### src/hdl/sti_pkg.sv
`timescale 1ns / 1ps
`default_nettype none

package sti_pkg;

	// Field widths
	localparam int TRI_BITS      = 17;
	localparam int INDEX_BITS    = 16;
	localparam int CFG_BITS      = 8;
	localparam int CFG_ADDR_BITS = 2;
	localparam int QUO_BITS      = 8;

	// Register indexes
	localparam logic [CFG_ADDR_BITS-1:0] CFG_DIVISIONS = 2'd0;
	localparam logic [CFG_ADDR_BITS-1:0] CFG_RINGS     = 2'd1;

	// Reset values
	localparam logic [CFG_BITS-1:0] DIVISIONS_RESET = 8'd8;
	localparam logic [CFG_BITS-1:0] RINGS_RESET     = 8'd4;

	typedef enum logic [1:0] {
		REGION_NONE,
		REGION_BOTTOM,
		REGION_BAND,
		REGION_TOP
	} region_t;

	// Sideband that rides along the divider stages
	typedef struct packed {
		region_t               region;
		logic                  odd;
		logic [CFG_BITS-1:0]   fan_pos;
		logic [INDEX_BITS-1:0] pole;
	} meta_t;

	typedef struct packed {
		logic [INDEX_BITS-1:0] rem;
		logic [QUO_BITS-1:0]   quo;
		meta_t                 meta;
	} div_stage_t;

	typedef struct packed {
		region_t               region;
		logic                  odd;
		logic [INDEX_BITS-1:0] lo;
		logic [INDEX_BITS-1:0] hi;
		logic [INDEX_BITS-1:0] base;
		logic [INDEX_BITS-1:0] pole;
		logic [CFG_BITS-1:0]   j;
		logic [CFG_BITS-1:0]   up_off;
		logic [CFG_BITS-1:0]   hi2_off;
		logic [CFG_BITS-1:0]   right_off;
		logic [CFG_BITS-1:0]   fan_pos;
		logic [CFG_BITS-1:0]   fan_next;
	} prep_t;

	typedef struct packed {
		logic [INDEX_BITS-1:0] first_index;
		logic [INDEX_BITS-1:0] second_index;
		logic [INDEX_BITS-1:0] third_index;
		logic                  valid_res;
	} result_t;

endpackage

`default_nettype wire

### src/hdl/sti_cfg_if.sv
`timescale 1ns / 1ps
`default_nettype none

interface sti_cfg_if;
	import sti_pkg::*;

	logic                     valid;
	logic                     ready;
	logic [CFG_ADDR_BITS-1:0] index;
	logic [CFG_BITS-1:0]      data;

	modport source (output valid, output index, output data, input ready);
	modport sink (input valid, input index, input data, output ready);
endinterface

`default_nettype wire

### src/hdl/sti_tri_if.sv
`timescale 1ns / 1ps
`default_nettype none

interface sti_tri_if;
	import sti_pkg::*;

	logic                valid;
	logic                ready;
	logic [TRI_BITS-1:0] triangle_number;

	modport source (output valid, output triangle_number, input ready);
	modport sink (input valid, input triangle_number, output ready);
endinterface

`default_nettype wire

### src/hdl/sti_idx_if.sv
`timescale 1ns / 1ps
`default_nettype none

interface sti_idx_if;
	import sti_pkg::*;

	logic                  valid;
	logic                  ready;
	logic [INDEX_BITS-1:0] first_index;
	logic [INDEX_BITS-1:0] second_index;
	logic [INDEX_BITS-1:0] third_index;
	logic                  valid_res;

	modport source (output valid, output first_index, output second_index,
		output third_index, output valid_res, input ready);
	modport sink (input valid, input first_index, input second_index,
		input third_index, input valid_res, output ready);
endinterface

`default_nettype wire

### src/hdl/sphere_triangle_indices.sv
`timescale 1ns / 1ps
`default_nettype none

// Channel   Dir  Payload                                           Handshake
// cfg       in   index, data (0 ring_divisions, 1 ring_count)      valid/ready
// triangle  in   triangle_number                                   valid/ready
// indices   out  first_index, second_index, third_index, valid_res valid/ready
//
// One request per cycle sustained while the indices channel is not stalled; 12 register
// stages lie between an accepted request and its result being offered.
// Depth is set by the 8-stage restoring divider by ring_divisions (one quotient
// bit per stage), plus request, classify, index-prep and output stages.
// Reset clears all stage valids and loads ring_divisions 8, ring_count 4.
// Each stage holds when the stage after it is full and stalled; empty stages fill.
// cfg is always ready.

module sphere_triangle_indices (
	input  wire        clk,
	input  wire        arst_n,
	sti_cfg_if.sink    cfg,
	sti_tri_if.sink    triangle,
	sti_idx_if.source  indices
);
	import sti_pkg::*;

	localparam int DIV_STAGES = QUO_BITS;

	// Configuration registers
	logic [CFG_BITS-1:0] div_q;
	logic [CFG_BITS-1:0] rings_q;

	// Stage 1: request and ring product
	logic                  v_s1;
	logic                  rdy_s1;
	logic [TRI_BITS-1:0]   t_s1;
	logic [INDEX_BITS-1:0] dr_s1;

	// Stage 2: classification
	logic                  v_s2;
	logic                  rdy_s2;
	logic [INDEX_BITS-1:0] p_s2;
	meta_t                 meta_s2;

	// Divider stages
	logic       div_v   [DIV_STAGES];
	logic       div_rdy [DIV_STAGES];
	div_stage_t div_s   [DIV_STAGES];

	// Index prep and output stages
	logic    v_s11;
	logic    rdy_s11;
	prep_t   prep_s11;
	logic    v_s12;
	logic    rdy_s12;
	result_t res_s12;

	// Combinational values
	logic [TRI_BITS-1:0]   total;
	logic [TRI_BITS-1:0]   top_start;
	logic [TRI_BITS-1:0]   m_val;
	logic [TRI_BITS-1:0]   k_val;
	region_t               region_c;
	logic [CFG_BITS:0]     d9;
	logic [CFG_BITS-1:0]   j_c;
	logic [CFG_BITS-1:0]   i_c;
	logic [CFG_BITS:0]     js;
	logic [CFG_BITS:0]     js1;
	logic [CFG_BITS:0]     j1;
	logic [CFG_BITS:0]     fan1;
	logic [INDEX_BITS-1:0] lo_c;
	prep_t                 prep_c;
	result_t               res_c;

	// Accept configuration writes
	assign cfg.ready = 1'b1;

	always_ff @(posedge clk or negedge arst_n) begin
		if (!arst_n) begin
			div_q   <= DIVISIONS_RESET;
			rings_q <= RINGS_RESET;
		end else if (cfg.valid) begin
			case (cfg.index)
				CFG_DIVISIONS: div_q   <= cfg.data;
				CFG_RINGS:     rings_q <= cfg.data;
				default:       ;
			endcase
		end
	end

	// Ready chain: a stage advances when empty or when its successor advances
	assign rdy_s12 = !v_s12 || indices.ready;
	assign rdy_s11 = !v_s11 || rdy_s12;
	assign div_rdy[DIV_STAGES-1] = !div_v[DIV_STAGES-1] || rdy_s11;
	genvar g;
	generate
		for (g = 0; g < DIV_STAGES - 1; g++) begin : g_rdy
			assign div_rdy[g] = !div_v[g] || div_rdy[g+1];
		end
	endgenerate
	assign rdy_s2 = !v_s2 || div_rdy[0];
	assign rdy_s1 = !v_s1 || rdy_s2;
	assign triangle.ready = rdy_s1;

	// Stage 1: take request, form D*R
	always_ff @(posedge clk or negedge arst_n) begin
		if (!arst_n) v_s1 <= 1'b0;
		else if (rdy_s1) v_s1 <= triangle.valid;
	end

	always_ff @(posedge clk) begin
		if (rdy_s1) begin
			t_s1  <= triangle.triangle_number;
			dr_s1 <= INDEX_BITS'(div_q) * INDEX_BITS'(rings_q);
		end
	end

	// Stage 2: classify into bottom fan, band, top fan or out of range
	always_comb begin
		total     = {dr_s1, 1'b0};
		top_start = total - TRI_BITS'(div_q);
		m_val     = t_s1 - TRI_BITS'(div_q);
		k_val     = t_s1 - top_start;
		if (t_s1 >= total)
			region_c = REGION_NONE;
		else if (t_s1 < TRI_BITS'(div_q))
			region_c = REGION_BOTTOM;
		else if (t_s1 >= top_start)
			region_c = REGION_TOP;
		else
			region_c = REGION_BAND;
	end

	always_ff @(posedge clk or negedge arst_n) begin
		if (!arst_n) v_s2 <= 1'b0;
		else if (rdy_s2) v_s2 <= v_s1;
	end

	always_ff @(posedge clk) begin
		if (rdy_s2) begin
			p_s2           <= m_val[TRI_BITS-1:1];
			meta_s2.region <= region_c;
			meta_s2.odd    <= m_val[0];
			meta_s2.fan_pos <= (region_c == REGION_TOP) ? k_val[CFG_BITS-1:0]
				: t_s1[CFG_BITS-1:0];
			meta_s2.pole   <= dr_s1;
		end
	end

	// Divider: one quotient bit per stage, most significant first
	generate
		for (g = 0; g < DIV_STAGES; g++) begin : g_div
			localparam int SH = DIV_STAGES - 1 - g;
			div_stage_t            prev;
			logic                  prev_v;
			logic [INDEX_BITS-1:0] dsh;
			div_stage_t            next;

			if (g == 0) begin : g_first
				assign prev.rem  = p_s2;
				assign prev.quo  = '0;
				assign prev.meta = meta_s2;
				assign prev_v    = v_s2;
			end else begin : g_rest
				assign prev   = div_s[g-1];
				assign prev_v = div_v[g-1];
			end

			always_comb begin
				dsh  = INDEX_BITS'(div_q) << SH;
				next = prev;
				if (prev.rem >= dsh) begin
					next.rem     = prev.rem - dsh;
					next.quo[SH] = 1'b1;
				end
			end

			always_ff @(posedge clk or negedge arst_n) begin
				if (!arst_n) div_v[g] <= 1'b0;
				else if (div_rdy[g]) div_v[g] <= prev_v;
			end

			always_ff @(posedge clk) begin
				if (div_rdy[g]) div_s[g] <= next;
			end
		end
	endgenerate

	// Stage 11: ring bases and wrapped offsets
	always_comb begin
		i_c  = div_s[DIV_STAGES-1].quo;
		j_c  = div_s[DIV_STAGES-1].rem[CFG_BITS-1:0];
		d9   = {1'b0, div_q};
		lo_c = INDEX_BITS'(i_c) * INDEX_BITS'(div_q);
		js   = {1'b0, j_c} + (CFG_BITS+1)'(i_c[0]);
		// step on from the already wrapped upper offset
		js1  = ((js == d9) ? '0 : js) + 1'b1;
		j1   = {1'b0, j_c} + 1'b1;
		fan1 = {1'b0, div_s[DIV_STAGES-1].meta.fan_pos} + 1'b1;

		prep_c.region    = div_s[DIV_STAGES-1].meta.region;
		prep_c.odd       = div_s[DIV_STAGES-1].meta.odd;
		prep_c.pole      = div_s[DIV_STAGES-1].meta.pole;
		prep_c.fan_pos   = div_s[DIV_STAGES-1].meta.fan_pos;
		prep_c.lo        = lo_c;
		prep_c.hi        = lo_c + INDEX_BITS'(div_q);
		prep_c.base      = div_s[DIV_STAGES-1].meta.pole - INDEX_BITS'(div_q);
		prep_c.j         = j_c;
		prep_c.up_off    = (js == d9) ? '0 : js[CFG_BITS-1:0];
		prep_c.hi2_off   = (js1 == d9) ? '0 : js1[CFG_BITS-1:0];
		prep_c.right_off = (j1 == d9) ? '0 : j1[CFG_BITS-1:0];
		prep_c.fan_next  = (fan1 == d9) ? '0 : fan1[CFG_BITS-1:0];
	end

	always_ff @(posedge clk or negedge arst_n) begin
		if (!arst_n) v_s11 <= 1'b0;
		else if (rdy_s11) v_s11 <= div_v[DIV_STAGES-1];
	end

	always_ff @(posedge clk) begin
		if (rdy_s11) prep_s11 <= prep_c;
	end

	// Stage 12: pick the three indices for the region
	always_comb begin
		res_c = '0;
		case (prep_s11.region)
			REGION_BOTTOM: begin
				res_c.first_index  = prep_s11.pole;
				res_c.second_index = INDEX_BITS'(prep_s11.fan_pos);
				res_c.third_index  = INDEX_BITS'(prep_s11.fan_next);
				res_c.valid_res    = 1'b1;
			end
			REGION_TOP: begin
				res_c.first_index  = prep_s11.pole + 1'b1;
				res_c.second_index = prep_s11.base + INDEX_BITS'(prep_s11.fan_next);
				res_c.third_index  = prep_s11.base + INDEX_BITS'(prep_s11.fan_pos);
				res_c.valid_res    = 1'b1;
			end
			REGION_BAND: begin
				res_c.third_index = prep_s11.lo + INDEX_BITS'(prep_s11.right_off);
				res_c.valid_res   = 1'b1;
				if (prep_s11.odd) begin
					res_c.first_index  = prep_s11.hi + INDEX_BITS'(prep_s11.up_off);
					res_c.second_index = prep_s11.hi + INDEX_BITS'(prep_s11.hi2_off);
				end else begin
					res_c.first_index  = prep_s11.lo + INDEX_BITS'(prep_s11.j);
					res_c.second_index = prep_s11.hi + INDEX_BITS'(prep_s11.up_off);
				end
			end
			default: res_c = '0;
		endcase
	end

	always_ff @(posedge clk or negedge arst_n) begin
		if (!arst_n) v_s12 <= 1'b0;
		else if (rdy_s12) v_s12 <= v_s11;
	end

	always_ff @(posedge clk) begin
		if (rdy_s12) res_s12 <= res_c;
	end

	// Drive result channel
	assign indices.valid        = v_s12;
	assign indices.first_index  = res_s12.first_index;
	assign indices.second_index = res_s12.second_index;
	assign indices.third_index  = res_s12.third_index;
	assign indices.valid_res    = res_s12.valid_res;

`ifndef NO_ASSERTIONS
	// Band remainder ends below the divisor
	a_rem_range: assert property (@(posedge clk) disable iff (!arst_n)
		div_v[DIV_STAGES-1] && div_s[DIV_STAGES-1].meta.region == REGION_BAND
		|-> div_s[DIV_STAGES-1].rem < INDEX_BITS'(div_q))
		else $error("divider remainder not below ring_divisions");

	// Band ring number stays below the ring count
	a_quo_range: assert property (@(posedge clk) disable iff (!arst_n)
		div_v[DIV_STAGES-1] && div_s[DIV_STAGES-1].meta.region == REGION_BAND
		|-> div_s[DIV_STAGES-1].quo < rings_q)
		else $error("band ring number out of range");

	// An accepted request occupies the first stage
	a_accept_fill: assert property (@(posedge clk) disable iff (!arst_n)
		triangle.valid && triangle.ready |=> v_s1)
		else $error("accepted request lost at stage 1");

	// A stalled prep stage keeps its item
	a_prep_hold: assert property (@(posedge clk) disable iff (!arst_n)
		v_s11 && !rdy_s11 |=> v_s11 && $stable(prep_s11))
		else $error("prep stage dropped a stalled item");
`endif

endmodule

`default_nettype wire

### src/flat_wrapper.sv
// flat-port wrapper written by rule: the top's interface ports become plain ports
module sphere_triangle_indices_flat import sti_pkg::*;
  (clk, arst_n, cfg_valid, cfg_index, cfg_data, cfg_ready, triangle_valid, triangle_triangle_number, triangle_ready, indices_valid, indices_first_index, indices_second_index, indices_third_index, indices_valid_res, indices_ready);
  sti_cfg_if cfg_i ();
  sti_tri_if triangle_i ();
  sti_idx_if indices_i ();
  input  wire clk;
  input  wire arst_n;
  input wire logic [$bits(cfg_i.valid)-1:0] cfg_valid;
  input wire logic [$bits(cfg_i.index)-1:0] cfg_index;
  input wire logic [$bits(cfg_i.data)-1:0] cfg_data;
  output wire logic [$bits(cfg_i.ready)-1:0] cfg_ready;
  input wire logic [$bits(triangle_i.valid)-1:0] triangle_valid;
  input wire logic [$bits(triangle_i.triangle_number)-1:0] triangle_triangle_number;
  output wire logic [$bits(triangle_i.ready)-1:0] triangle_ready;
  output wire logic [$bits(indices_i.valid)-1:0] indices_valid;
  output wire logic [$bits(indices_i.first_index)-1:0] indices_first_index;
  output wire logic [$bits(indices_i.second_index)-1:0] indices_second_index;
  output wire logic [$bits(indices_i.third_index)-1:0] indices_third_index;
  output wire logic [$bits(indices_i.valid_res)-1:0] indices_valid_res;
  input wire logic [$bits(indices_i.ready)-1:0] indices_ready;
  assign cfg_i.valid = cfg_valid;
  assign cfg_i.index = cfg_index;
  assign cfg_i.data = cfg_data;
  assign cfg_ready = cfg_i.ready;
  assign triangle_i.valid = triangle_valid;
  assign triangle_i.triangle_number = triangle_triangle_number;
  assign triangle_ready = triangle_i.ready;
  assign indices_valid = indices_i.valid;
  assign indices_first_index = indices_i.first_index;
  assign indices_second_index = indices_i.second_index;
  assign indices_third_index = indices_i.third_index;
  assign indices_valid_res = indices_i.valid_res;
  assign indices_i.ready = indices_ready;
  sphere_triangle_indices u_core (.clk(clk), .arst_n(arst_n), .cfg(cfg_i), .triangle(triangle_i), .indices(indices_i));
endmodule
### config.mk
export PLATFORM = sky130hd
export DESIGN_NAME = sphere_triangle_indices_flat
export DESIGN_NICKNAME = d
export VERILOG_FILES = /design/src/hdl/sti_pkg.sv /design/src/hdl/sti_cfg_if.sv /design/src/hdl/sti_tri_if.sv /design/src/hdl/sti_idx_if.sv /design/src/hdl/sphere_triangle_indices.sv /design/src/flat_wrapper.sv
export SDC_FILE = /design/constraint.sdc
export NUM_CORES = 1
export LEC_CHECK = 0
export ABC_AREA = 0
export BUFFER_PORTS_ARGS = -buffer_cell sky130_fd_sc_hd__buf_2
export CORE_MARGIN = 2
export CORE_UTILIZATION = 50
export CTS_CLUSTER_SIZE = 30
export DETAILED_ROUTE_END_ITERATION = 10
export PLACE_DENSITY_LB_ADDON = 0.08
export SYNTH_ARGS = -nofsm -noshare
export SYNTH_HDL_FRONTEND = slang
export SYNTH_SLANG_ARGS = --single-unit
### constraint.sdc
create_clock -name clk -period 10.9 [get_ports clk]
set_clock_uncertainty 0.15 [all_clocks]
set_input_delay 2.18 -clock clk [delete_from_list [all_inputs] [get_ports clk]]
set_output_delay 2.18 -clock clk [all_outputs]
set_load 0.01 [all_outputs]
==> summary.txt <==
Outcome
  • Status: completed

Synthesis
  • Synth Cell Area: 0.0349 sq mm
  • Yosys reg bits: 640
  • Post-synth cell types: 86
  • Area leader, netlist: edfxtp_1
  • Synth top area cells: edfxtp_1 53%, ha_1 9.0%, fa_1 5.2%, xnor2_1 3.9%, xor2_1 2.7%
  • Syn avg cell area: 12.4 sq um
  • Post-synth EDFFs: 612
  • Synth Instances: 2,810
  • Synth Net Count: 3,185
  • Yosys warnings: 0
  • Fraction of the yosys area taken by sequential cells: 54.6%
  • Top FF cell, synth: edfxtp_1
  • Yosys top cell area share: 52.6%
  • Ys async rst share: 4.38%

Global route
  • Vias in the first global route: 21.8k
  • Largest net degree at the start of global routing: 74
  • GRT overflow: 0
  • Total track usage: 21.4%
  • First-pass GRT wire length: 119,000 um
  • Initial antenna violation count: 0

Route
  • Total Routed Length: 75,000 um
  • Antenna viol nets, final: 0
  • Via count: 21.4k
  • WL/cell: 19.2 um
  • Vias/cell: 5.46
  • DRT iter0 DRCs: 1,207
  • Initial DRT Pass Iterations: 5
  • DRC viols: 0

Place
  • DP Cell Count: 3,786
  • Final GP Congestion: 0.888
  • HPWL Detailed: 56,900 um
  • Port bufs: 82

CTS
  • Hold buffers post-CTS: 0
  • Setup bufs post-CTS: 0
  • CTS tree: built
  • CTS clk-pin slew, worst paths: 0.06 ns
  • Clk buf depth: 3
  • Post-CTS Resized: 0
  • Htree depth: 3
  • Clock latency on the worst-skew pair: 0.61 ns
  • Clock root cell: clkbuf_16
  • TritonCTS buffer count: 70
  • CTS sink count: 640

Timing
  • Max-slew headroom: 18.5%
  • Fin crit period: 7.40 ns
  • Setup TNS: 0 ns
  • Worst slew pin tran: 1.22 ns
  • RSZ-0062 raised after global routing: no
  • Tcrit/Tclk final: 67.9%
  • Final max-slew violation count: 0
  • Final hold violations: 0
  • Fmax: 135 MHz
  • Final setup fails: 0

Hold path
  • Hold Crit Class: reg -> reg
  • Hold path cells: 0
  • Worst min-delay path startpoint: u_core.div_s[0][62]
  • Hold path endpoint: u_core.div_s[0][113]

Layout
  • Area delta synth->final: 10.8%
  • Diode count: 0
  • Post-route insts no fill: 3,909
  • Share of cells above drive strength 1: 9.03%
  • Register area: 0.0191 sq mm
  • Fillers: 5,581
  • Multi-input combinational cell area: 0.0148 sq mm
  • Util after Layout: 56.2%
  • Final Net Count: 3,302

Floorplanning
  • Cell row count: 96
  • Die Ht: 268 um
  • Core Area: 0.0688 sq mm
  • Ports: 84
  • Starting Density: 50.7%
  • Die Span X: 268 um
  • Die Area: 0.0720 sq mm

Worst setup path
  • Crit-path max cell delay: 0.43 ns
  • Crit path capture type: output pin
  • R2R Path End: u_core.prep_s11[95]
  • CP max FO: 46
  • Worst R2R Setup Slack: 4.92 ns
  • Worst path required time: 8.57 ns
  • CP Cell Sequence: buf_2 > nor2b_1 > nand2_4 > nor2_1 > and2_1 > and3_1 > nand3_2 > buf_4 > inv_1 > nand3_2 > buf_4 > buf_2
  • Worst Path Buf+Inv: 5
  • Crit path DAT: 5.07 ns
  • Startpoint Class: input port
  • R2r startpoint: u_core.div_q[4]
  • Largest delay share family, worst path: simple AND/OR/NAND/NOR gates
  • CP max-delay cell: nand2_4
  • Cells on worst reg2reg path: 16
  • Kind of critical path: in -> out

Flow run
  • Max_cap viols: 0
==> routing by layer <==
| metal | vias up | wire [um] | global-route usage, % | part of all wire [%] |
|---|---|---|---|---|
| met5 | - | 0 | 0 | 0 |
| met4 | 0 | 3450 | 9.68 | 4.6 |
| met3 | 162 | 2650 | 2.90 | 3.5 |
| met2 | 472 | 38300 | 38.4 | 51 |
| met1 | 10300 | 30700 | 25.6 | 41 |
| li1 | 10400 | - | - | - |
==> area by class of cell <==
class / count / share of cell area, %
well taps: 931 / 3.01
clock buffers: 88 / 4.89
flip-flops and latches: 640 / 49.3
repair buffers: 106 / 1.53
multi-input cells: 1895 / 38.3
clock inverters: 35 / 0.924
inverters: 214 / 2.08
==> logic make-up after synthesis <==
family          count (synthesis)  share of synthesized area (%)
other cells                     1                         0.0107
flops                         640                           54.6
fa+ha+maj                     343                           14.2
simple gates                  763                           11.1
compound gates                473                           8.68
buf+inv                       275                           3.01
mux                            50                           1.53
xor+xnor                      265                           6.79
==> stage by stage <==
stage,hold slack [ns],setup slack (ns),cell area (sq um)
6_report,0.256,3.50,38700
3_3_place_gp,0.251,3.52,36500
5_1_grt,0.272,3.22,38700
3_5_place_dp,0.255,3.48,36500
2_1_floorplan,0.250,0.886,34900
4_1_cts,0.259,3.46,38700
==> layout by cell type, fill, tap and decap left out, types with 10 or more instances in the layout <==
cell	netlist	layout
buf_2	4	82
fa_1	91	91
a31oi_1	12	12
mux2_2	26	26
mux2i_1	24	24
nand3_1	55	52
nand4_1	29	29
ha_1	252	252
a21oi_1	118	118
clkinv_1	1	15
nor3_1	44	44
nor4_1	18	18
o21ai_0	117	117
o21bai_1	14	14
edfxtp_1	612	612
clkbuf_1	48	13
xor2_1	106	106
nor2b_1	48	48
dfrtp_1	26	25
nand2b_1	33	33
nand2_1	165	161
or3_1	12	12
o21a_1	22	22
o31ai_1	12	12
buf_4	4	24
o22ai_1	20	20
inv_1	212	209
and2_1	109	109
nor2_1	187	187
xnor2_1	155	155
a21boi_0	27	27
and3_1	11	11
a211oi_1	15	15
a21o_1	51	51
or2_2	10	10
clkbuf_16	0	72
==> registers in the layout (all words and copies together) (netlist names), 8 cells and up <==
register	cells
u_core.g_div.prev_v	8
u_core.dr_s1	16
u_core.indices.second_index	16
u_core.prep_s11	115
u_core.t_s1	17
u_core.div_s	372
u_core.rings_q	8
u_core.div_q	8
u_core.g_div.next	27
u_core.p_s2	16
u_core.indices.third_index	16
u_core.indices.first_index	16
==> synthesized netlist by cell type, drive strengths merged (15+ instances only) <==
library cell / number
nand4: 29
fa: 91
nor2b: 48
inv: 213
dfrtp: 26
mux2: 26
o21ai: 118
nand2b: 33
a21o: 51
ha: 252
edfxtp: 612
o21a: 22
and2: 109
nand2: 165
nor3: 44
a211oi: 15
mux2i: 24
o22ai: 20
clkbuf: 48
nor4: 18
nand3: 58
a21boi: 28
nor2: 187
xnor2: 155
a21oi: 118
xor2: 107
==> worst max path at each step <==
stage | from | to | cells past startpoint
finish | indices_ready | triangle_ready | 12
global route | indices_ready | triangle_ready | 12
CTS | indices_ready | triangle_ready | 12
detailed placement | indices_ready | triangle_ready | 12
global placement | indices_ready | triangle_ready | 12
floorplan | indices_ready | triangle_ready | 8
Power is left out: the tool's default activity adds up to more than one toggle a clock period on the data nets, which glitch-free logic cannot reach.
